`src/rtl/fuhs_pkg.sv`:
```
package fuhs_pkg;

  localparam int unsigned WordW  = 16;
  localparam int unsigned PhaseW = 4;
  localparam int unsigned StuckW = 5;
  localparam int unsigned ActW   = 2;
  localparam int unsigned CfgIdxW = 3;

  localparam logic [StuckW-1:0] STUCK_LIMIT = 5'd20;

  // phases
  localparam logic [PhaseW-1:0] PH_BOOT      = 4'd0;
  localparam logic [PhaseW-1:0] PH_ERASE     = 4'd1;
  localparam logic [PhaseW-1:0] PH_WRITE     = 4'd2;
  localparam logic [PhaseW-1:0] PH_PKT_SEND  = 4'd3;
  localparam logic [PhaseW-1:0] PH_PKT_CHECK = 4'd4;
  localparam logic [PhaseW-1:0] PH_CRC_SEND  = 4'd5;
  localparam logic [PhaseW-1:0] PH_CRC_CHECK = 4'd6;
  localparam logic [PhaseW-1:0] PH_FINISH    = 4'd7;
  localparam logic [PhaseW-1:0] PH_APP_IDLE  = 4'd8;

  // actions
  localparam logic [ActW-1:0] ACT_NONE = 2'd0;
  localparam logic [ActW-1:0] ACT_CMD  = 2'd1;
  localparam logic [ActW-1:0] ACT_DATA = 2'd2;
  localparam logic [ActW-1:0] ACT_CRC  = 2'd3;

  // register indexes
  localparam logic [CfgIdxW-1:0] REG_LAST_PACKET_INDEX = 3'd0;
  localparam logic [CfgIdxW-1:0] REG_CMD_BOOT_MODE     = 3'd1;
  localparam logic [CfgIdxW-1:0] REG_CMD_ERASE         = 3'd2;
  localparam logic [CfgIdxW-1:0] REG_CMD_WRITE         = 3'd3;
  localparam logic [CfgIdxW-1:0] REG_CMD_FINISH        = 3'd4;
  localparam logic [CfgIdxW-1:0] REG_RESP_READY        = 3'd5;
  localparam logic [CfgIdxW-1:0] REG_RESP_OK           = 3'd6;

  typedef struct packed {
    logic [WordW-1:0] last_packet_index;
    logic [WordW-1:0] cmd_boot_mode;
    logic [WordW-1:0] cmd_erase;
    logic [WordW-1:0] cmd_write;
    logic [WordW-1:0] cmd_finish;
    logic [WordW-1:0] resp_ready;
    logic [WordW-1:0] resp_ok;
  } cfg_t;

  typedef struct packed {
    logic [PhaseW-1:0] phase;
    logic [StuckW-1:0] stuck;
    logic [WordW-1:0]  pkt_cnt;
    logic              act_led;
    logic              done_led;
  } seq_state_t;

  typedef struct packed {
    logic [ActW-1:0]   action;
    logic [WordW-1:0]  command_code;
    logic [WordW-1:0]  packet_index;
    logic              activity_led;
    logic              done_led;
    logic [PhaseW-1:0] phase;
  } result_t;

endpackage

```
`src/rtl/fuhs_step_if.sv`:
```
interface fuhs_step_if;
  logic                        valid;
  logic                        ready;
  logic [fuhs_pkg::WordW-1:0]  response;

  modport source (output valid, output response, input ready);
  modport sink   (input valid, input response, output ready);
endinterface

```
`src/rtl/fuhs_result_if.sv`:
```
interface fuhs_result_if;
  logic                         valid;
  logic                         ready;
  logic [fuhs_pkg::ActW-1:0]    action;
  logic [fuhs_pkg::WordW-1:0]   command_code;
  logic [fuhs_pkg::WordW-1:0]   packet_index;
  logic                         activity_led;
  logic                         done_led;
  logic [fuhs_pkg::PhaseW-1:0]  phase;

  modport source (
    output valid, output action, output command_code, output packet_index,
    output activity_led, output done_led, output phase, input ready
  );
  modport sink (
    input valid, input action, input command_code, input packet_index,
    input activity_led, input done_led, input phase, output ready
  );
endinterface

```
`src/rtl/fuhs_cfg_regs.sv`:
```
module fuhs_cfg_regs (
  input  logic                           clk,
  input  logic                           rst,
  input  logic                           cfg_we,
  input  logic [fuhs_pkg::CfgIdxW-1:0]   cfg_index,
  input  logic [fuhs_pkg::WordW-1:0]     cfg_data,
  output fuhs_pkg::cfg_t                 cfg
);

  always_ff @(posedge clk) begin
    if (rst) begin
      cfg.last_packet_index <= 16'd0;
      cfg.cmd_boot_mode     <= 16'd1;
      cfg.cmd_erase         <= 16'd2;
      cfg.cmd_write         <= 16'd3;
      cfg.cmd_finish        <= 16'd4;
      cfg.resp_ready        <= 16'd0;
      cfg.resp_ok           <= 16'd1;
    end else if (cfg_we) begin
      unique case (cfg_index)
        fuhs_pkg::REG_LAST_PACKET_INDEX: cfg.last_packet_index <= cfg_data;
        fuhs_pkg::REG_CMD_BOOT_MODE:     cfg.cmd_boot_mode     <= cfg_data;
        fuhs_pkg::REG_CMD_ERASE:         cfg.cmd_erase         <= cfg_data;
        fuhs_pkg::REG_CMD_WRITE:         cfg.cmd_write         <= cfg_data;
        fuhs_pkg::REG_CMD_FINISH:        cfg.cmd_finish        <= cfg_data;
        fuhs_pkg::REG_RESP_READY:        cfg.resp_ready        <= cfg_data;
        fuhs_pkg::REG_RESP_OK:           cfg.resp_ok           <= cfg_data;
        default: ;
      endcase
    end
  end

endmodule

```
`src/rtl/fuhs_step_logic.sv`:
```
module fuhs_step_logic (
  input  fuhs_pkg::cfg_t               cfg,
  input  fuhs_pkg::seq_state_t         st,
  input  logic [fuhs_pkg::WordW-1:0]   response,
  output fuhs_pkg::seq_state_t         st_next,
  output fuhs_pkg::result_t            res
);

  logic                          ok;
  logic [fuhs_pkg::PhaseW-1:0]   phase_next;
  logic [fuhs_pkg::StuckW-1:0]   stuck_inc;

  assign ok = (response == cfg.resp_ok);

  always_comb begin
    st_next          = st;
    phase_next       = st.phase;
    res.action       = fuhs_pkg::ACT_NONE;
    res.command_code = '0;
    res.packet_index = '0;

    unique case (st.phase)
      fuhs_pkg::PH_BOOT: begin
        st_next.pkt_cnt  = '0;
        res.action       = fuhs_pkg::ACT_CMD;
        res.command_code = cfg.cmd_boot_mode;
        if (response == cfg.resp_ready) phase_next = fuhs_pkg::PH_ERASE;
      end
      fuhs_pkg::PH_ERASE: begin
        res.action       = fuhs_pkg::ACT_CMD;
        res.command_code = cfg.cmd_erase;
        if (ok) phase_next = fuhs_pkg::PH_WRITE;
      end
      fuhs_pkg::PH_WRITE: begin
        res.action       = fuhs_pkg::ACT_CMD;
        res.command_code = cfg.cmd_write;
        if (ok) phase_next = fuhs_pkg::PH_PKT_SEND;
      end
      fuhs_pkg::PH_PKT_SEND: begin
        res.action       = fuhs_pkg::ACT_DATA;
        res.packet_index = st.pkt_cnt;
        st_next.act_led  = ~st.act_led;
        phase_next       = fuhs_pkg::PH_PKT_CHECK;
      end
      fuhs_pkg::PH_PKT_CHECK: begin
        if (ok && (st.pkt_cnt >= cfg.last_packet_index)) begin
          phase_next = fuhs_pkg::PH_CRC_SEND;
        end else begin
          if (ok) st_next.pkt_cnt = st.pkt_cnt + 16'd1;
          phase_next = fuhs_pkg::PH_PKT_SEND;
        end
      end
      fuhs_pkg::PH_CRC_SEND: begin
        res.action = fuhs_pkg::ACT_CRC;
        phase_next = fuhs_pkg::PH_CRC_CHECK;
      end
      fuhs_pkg::PH_CRC_CHECK: begin
        phase_next = ok ? fuhs_pkg::PH_FINISH : fuhs_pkg::PH_CRC_SEND;
      end
      fuhs_pkg::PH_FINISH: begin
        res.action       = fuhs_pkg::ACT_CMD;
        res.command_code = cfg.cmd_finish;
        st_next.act_led  = 1'b0;
        if (ok) begin
          phase_next       = fuhs_pkg::PH_APP_IDLE;
          st_next.done_led = 1'b1;
        end
      end
      fuhs_pkg::PH_APP_IDLE: begin
        st_next.done_led = ~st.done_led;
      end
      default: phase_next = fuhs_pkg::PH_BOOT;
    endcase

    // stuck watchdog; the idle phase never counts
    stuck_inc = st.stuck + 5'd1;
    if (phase_next != st.phase) begin
      st_next.stuck = '0;
      st_next.phase = phase_next;
    end else if (st.phase == fuhs_pkg::PH_APP_IDLE) begin
      st_next.stuck = '0;
      st_next.phase = phase_next;
    end else if (stuck_inc > fuhs_pkg::STUCK_LIMIT) begin
      st_next.stuck = '0;
      st_next.phase = fuhs_pkg::PH_BOOT;
    end else begin
      st_next.stuck = stuck_inc;
      st_next.phase = phase_next;
    end

    res.activity_led = st_next.act_led;
    res.done_led     = st_next.done_led;
    res.phase        = st_next.phase;
  end

endmodule

```
`src/rtl/flash_update_host_sequencer.sv`:
```
// Flash update host sequencer. Each step item carries the target's response word and yields
// one result item: the action to perform (command, data packet, CRC packet or none), the
// command code, the packet index, both LED levels and the phase after the step. Items may be
// offered back to back; the result sits in an output register, and a new step is accepted
// whenever that register is empty or being emptied, so throughput is one item per clock
// while results are taken. The user must write registers via cfg_we/cfg_index/cfg_data only
// while no step is in flight (not enforced); indexes beyond the last register are ignored.
module flash_update_host_sequencer (
  input  logic                          clk,
  input  logic                          rst,
  input  logic                          cfg_we,
  input  logic [fuhs_pkg::CfgIdxW-1:0]  cfg_index,
  input  logic [fuhs_pkg::WordW-1:0]    cfg_data,
  fuhs_step_if.sink                     step,
  fuhs_result_if.source                 result
);

  fuhs_pkg::cfg_t        cfg;
  fuhs_pkg::seq_state_t  st;
  fuhs_pkg::seq_state_t  st_next;
  fuhs_pkg::result_t     res_next;
  fuhs_pkg::result_t     res;
  logic                  out_valid;
  logic                  take;

  fuhs_cfg_regs u_cfg (
    .clk       (clk),
    .rst       (rst),
    .cfg_we    (cfg_we),
    .cfg_index (cfg_index),
    .cfg_data  (cfg_data),
    .cfg       (cfg)
  );

  fuhs_step_logic u_step (
    .cfg      (cfg),
    .st       (st),
    .response (step.response),
    .st_next  (st_next),
    .res      (res_next)
  );

  assign step.ready = !out_valid || result.ready;
  assign take       = step.valid && step.ready;

  always_ff @(posedge clk) begin
    if (rst) begin
      st        <= '0;
      out_valid <= 1'b0;
    end else begin
      if (take) st <= st_next;
      if (take) out_valid <= 1'b1;
      else if (result.ready) out_valid <= 1'b0;
    end
  end

  always_ff @(posedge clk) begin
    if (take) res <= res_next;
  end

  assign result.valid        = out_valid;
  assign result.action       = res.action;
  assign result.command_code = res.command_code;
  assign result.packet_index = res.packet_index;
  assign result.activity_led = res.activity_led;
  assign result.done_led     = res.done_led;
  assign result.phase        = res.phase;

  a_stuck_bound: assert property (@(posedge clk) disable iff (rst)
    st.stuck <= fuhs_pkg::STUCK_LIMIT)
    else $error("stuck count beyond limit");

  a_no_overwrite: assert property (@(posedge clk) disable iff (rst)
    take |-> (!out_valid || result.ready))
    else $error("pending result overwritten");

  a_data_then_check: assert property (@(posedge clk) disable iff (rst)
    (out_valid && res.action == fuhs_pkg::ACT_DATA) |-> res.phase == fuhs_pkg::PH_PKT_CHECK)
    else $error("data packet not followed by check phase");

  a_code_only_on_cmd: assert property (@(posedge clk) disable iff (rst)
    (out_valid && res.action != fuhs_pkg::ACT_CMD) |-> res.command_code == '0)
    else $error("command code without command action");

endmodule

```
`src/flat_wrapper.sv`:
```
// flat-port wrapper written by rule: the top's interface ports become plain ports
module flash_update_host_sequencer_flat 
  (clk, rst, cfg_we, cfg_index, cfg_data, step_valid, step_response, step_ready, result_valid, result_action, result_command_code, result_packet_index, result_activity_led, result_done_led, result_phase, result_ready);
  fuhs_step_if step_i ();
  fuhs_result_if result_i ();
  input  logic clk;
  input  logic rst;
  input  logic cfg_we;
  input  logic [fuhs_pkg::CfgIdxW-1:0] cfg_index;
  input  logic [fuhs_pkg::WordW-1:0] cfg_data;
  input wire logic [$bits(step_i.valid)-1:0] step_valid;
  input wire logic [$bits(step_i.response)-1:0] step_response;
  output wire logic [$bits(step_i.ready)-1:0] step_ready;
  output wire logic [$bits(result_i.valid)-1:0] result_valid;
  output wire logic [$bits(result_i.action)-1:0] result_action;
  output wire logic [$bits(result_i.command_code)-1:0] result_command_code;
  output wire logic [$bits(result_i.packet_index)-1:0] result_packet_index;
  output wire logic [$bits(result_i.activity_led)-1:0] result_activity_led;
  output wire logic [$bits(result_i.done_led)-1:0] result_done_led;
  output wire logic [$bits(result_i.phase)-1:0] result_phase;
  input wire logic [$bits(result_i.ready)-1:0] result_ready;
  assign step_i.valid = step_valid;
  assign step_i.response = step_response;
  assign step_ready = step_i.ready;
  assign result_valid = result_i.valid;
  assign result_action = result_i.action;
  assign result_command_code = result_i.command_code;
  assign result_packet_index = result_i.packet_index;
  assign result_activity_led = result_i.activity_led;
  assign result_done_led = result_i.done_led;
  assign result_phase = result_i.phase;
  assign result_i.ready = result_ready;
  flash_update_host_sequencer u_core (.clk(clk), .rst(rst), .cfg_we(cfg_we), .cfg_index(cfg_index), .cfg_data(cfg_data), .step(step_i), .result(result_i));
endmodule
```
`config.mk`:
```
export PLATFORM = sky130hd
export DESIGN_NAME = flash_update_host_sequencer_flat
export DESIGN_NICKNAME = d
export VERILOG_FILES = /design/src/rtl/fuhs_pkg.sv /design/src/rtl/fuhs_step_if.sv /design/src/rtl/fuhs_result_if.sv /design/src/rtl/fuhs_cfg_regs.sv /design/src/rtl/fuhs_step_logic.sv /design/src/rtl/flash_update_host_sequencer.sv /design/src/flat_wrapper.sv
export SDC_FILE = /design/constraint.sdc
export NUM_CORES = 1
export LEC_CHECK = 0
export BUFFER_PORTS_ARGS = -buffer_cell sky130_fd_sc_hd__buf_2
export CAP_MARGIN = 20
export CORE_ASPECT_RATIO = 1.2
export CORE_MARGIN = 2
export CORE_UTILIZATION = 50
export CTS_CLUSTER_SIZE = 8
export DETAILED_ROUTE_END_ITERATION = 16
export GPL_TIMING_DRIVEN = 0
export PLACE_DENSITY = 0.83
export SLEW_MARGIN = 20
export SYNTH_ARGS = -nofsm -noshare
export SYNTH_HDL_FRONTEND = slang
export SYNTH_SLANG_ARGS = --single-unit
```
`constraint.sdc`:
```
create_clock -name clk -period 2.9 [get_ports clk]
set_input_delay 0.58 -clock clk [delete_from_list [all_inputs] [get_ports clk]]
set_output_delay 0.58 -clock clk [all_outputs]
set_load 0.02 [all_outputs]
```
==> results by group <==
Timing
  • Setup Viol. Count Final: 0
  • Achievable frequency: approximately 350 MHz
  • TNS Setup: 0 ns
  • Slew of the pin with the lowest slew margin: about 1.0 ns
  • Final WS setup: about 0.05 ns
  • Minimum clock period: 2.85 ns
  • Final hold violations: 0
  • Relative slew slack: 0.323
  • Clock Skews: 0.0199 ns
  • Final critical-path share of the clock period: 0.983
  • Pins Over Slew Limit: 0

Final layout
  • Area grow syn2layout: 16.0%
  • Final std cells w/o fill: 1270
  • FILL cells: 1361
  • # nets final: 1108
  • Fin util: 0.594
  • Layout cell share with drive strength beyond 1: 0.120
  • Ant. Diodes: 0
  • Area occupied by multi-input gates: about 0.0038 mm²
  • Sequential Area: 0.00401 mm²

Placed design
  • DP Worst Slack: -0.309 ns
  • HPWL Detailed: roughly 15 mm
  • Buffers on Ports: 81
  • Placed insts: 1238
  • GPL Wtd Cong: roughly 0.91

Drt
  • DR WL/cell: 17.0 µm
  • Residual DRC: 0
  • Final WL: roughly 22 mm
  • Iteration-0 DRC count of the detailed router: 767
  • Drt via density: 5.79
  • Antenna Nets Post-Route: 0
  • First-pass DRT Iterations: 7
  • Vias: between 7000 and 8000

Status
  • Status: finished, final reports clean

Floorplanning
  • Die Footprint: 0.0171 mm²
  • # rows: 50
  • Die width: 120 µm
  • Io pins: slightly above 80
  • Initial core utilization: 0.513
  • Die Y: 143 µm
  • Core area: 0.0157 mm²

Global route
  • Pin count of the biggest net entering global routing: 49
  • Tot GR Track Use: 0.255
  • Vias in the first global route: slightly below 7000
  • GRT overflow: 0
  • First-pass GRT wire length: 34.1 mm
  • Initial antenna violation count: 0

Synth
  • Count of flip-flops with a built-in enable after synthesis: 40
  • Post-synth ARST share: 0
  • Synth Register Bits: 180
  • Synth Flop Type: dfxtp_1
  • Mapped cell area: between 0.008 and 0.009 mm²
  • Sequential fraction of the synthesis area: 0.498
  • Ys Warns: 0
  • Syn Inst Count: 948
  • Mapped Nets: 1007
  • Distinct cell type count after synthesis: 57
  • Syn_area_per_cell: 8.49 µm²

Clock tree
  • Longest Clk Path Bufs: 2
  • H-tree levels: 4
  • Post-CTS setup buffer count: 0
  • CTS tree: yes
  • CTS Root Cell: clkbuf_16
  • Cts bufs inserted: 17
  • Clock-pin slew on the worst setup and hold paths: 0.07 ns
  • Clock Latency Late Sink: 0.45 ns
  • # clock sinks: 180

Critical path
  • CP Capture Type: register
  • Crit-path cells: inv_1 > ha_1 > nand2b_1 > a2111oi_1 > o32a_1 > nand4_4 > a211o_1 > or4b_1 > a21oi_1
  • FF-to-FF path depth: 9
  • Startpoint Class: register
  • Worst EP required: 3.27 ns
  • Slowest-stage cell, CP: or4b_1
  • CP arrival: 3.22 ns
  • CP Max Fanout: 6
  • Peak per-stage delay on the critical path: ~0.46 ns
  • Register-to-Register Setup Slack: 0.05 ns
  • Critical path type: reg -> reg

Pwr
  • Power per Cell Area: between 500 and 600 mW/mm²
  • Maximum VDD drop: 0.000374 V
  • Leakage: 3.37 nW

Hold path
  • Worst hold stages: 3
  • Hold WC Path Type: in -> reg

Job
  • MaxCap Viol Count: 0
cell type report:
type	count	area share
well taps	208	0.0279
clock buffers	18	0.0460
multi-input cells	691	0.406
flip-flops and latches	180	0.429
inverters	27	0.0111
repair buffers	82	0.0440
clock inverters	14	0.0151
plain buffers	50	0.0209
flip-flops by register name (all words and copies together) (netlist names), 2 cells and up:
| signal | flops |
|---|---|
| u_core.result.packet_index | 16 |
| u_core.u_cfg.cfg | 112 |
| u_core.result.action | 2 |
| u_core.result.command_code | 16 |
| u_core.result.phase | 4 |
| u_core.st | 27 |
Yosys cell counts, drive strengths merged (16+ instances only):
cell | count | area share
nand2 | 293 | 0.14
dfxtp | 140 | 0.35
a21oi | 130 | 0.081
clkbuf | 47 | 0.022
edfxtp | 40 | 0.15
nor2 | 35 | 0.016
xnor2 | 29 | 0.032
inv | 25 | 0.012
ha | 19 | 0.030
a222oi | 16 | 0.020
nand3 | 16 | 0.010
xor2 | 16 | 0.017
stage by stage:
stage / cell area (µm²) / hold slack, ns / total power, W
finish: 9330 / 0.404 / 0.00530
CTS: 9310 / 0.397 / 0.00531
floorplan: 8050 / 0.436 / 0.00295
global placement: 8710 / 0.441 / 0.00311
global route: 9330 / 0.420 / 0.00546
detailed placement: 8740 / 0.447 / 0.00312
repair_timing:
action / CTS / global route
pin swaps: 0 / 0
hold buffers: 0 / 0
hold endpoints to repair: 0 / 0
cloned: 0 / 0
endpoints found under the setup margin: 1 / 16
resized for setup: 2 / 7
cells by family after synthesis:
family / synth area share
buf+inv: 0.0361
compound gates: 0.149
mux: 0.00124
fa+ha+maj: 0.0295
simple gates: 0.238
flops: 0.498
xor+xnor: 0.0490
routing by layer:
| layer | vias to the layer above | global-route usage | wire length (µm) |
|---|---|---|---|
| li1 | 3474 | - | - |
| met1 | 3410 | 0.296 | 8390 |
| met2 | 397 | 0.440 | 10600 |
| met3 | 78 | 0.0527 | 1610 |
| met4 | 0 | 0.139 | 1000 |
| met5 | - | 0 | 0 |
path summary, 6_finish.rpt:
path / end / startpoint
max: u_core.st[16] / u_core.st[2]
min: u_core.result.valid / step_valid
min reg2reg: u_core.u_cfg.cfg[39] / u_core.u_cfg.cfg[39]
max reg2reg: u_core.st[16] / u_core.st[2]
power by group:
part | switching [W] | internal, W
logic | 0.000291 | 0.000123
clock network | 0.00108 | 0.00114
registers | 0.0000317 | 0.00263
total | 0.00141 | 0.00389
cell usage in the layout (no fill, tap or decap), drive strengths merged, types with 2 or more instances in the layout:
| master | count |
|---|---|
| o21a | 3 |
| and3 | 4 |
| dfxtp | 140 |
| nand4 | 12 |
| xor2 | 16 |
| o41ai | 2 |
| edfxtp | 40 |
| nand2b | 10 |
| a21oi | 130 |
| nor4 | 11 |
| o21ai | 10 |
| inv | 34 |
| o31ai | 3 |
| a222oi | 16 |
| a32oi | 2 |
| clkbuf | 65 |
| nand2 | 293 |
| o221ai | 2 |
| buf | 85 |
| nand3 | 16 |
| ha | 19 |
| or4 | 6 |
| a311oi | 2 |
| nand3b | 9 |
| nor3 | 11 |
| or3 | 4 |
| xnor2 | 29 |
| nor2 | 35 |
| and2 | 13 |
| a211oi | 3 |
| a2111oi | 7 |
| clkinv | 7 |
| nor2b | 4 |
worst max-delay path, delay by kind of cell (launching register included):
family / cells / cell delay, ns
AOI/OAI and AO/OA: 4 / 1.21
adders and majority gates: 1 / 0.30
buffers and inverters: 1 / 0.08
DFF: 1 / 0.38
and+or+nand+nor: 3 / 0.81
(Power assumes the default switching activity.)
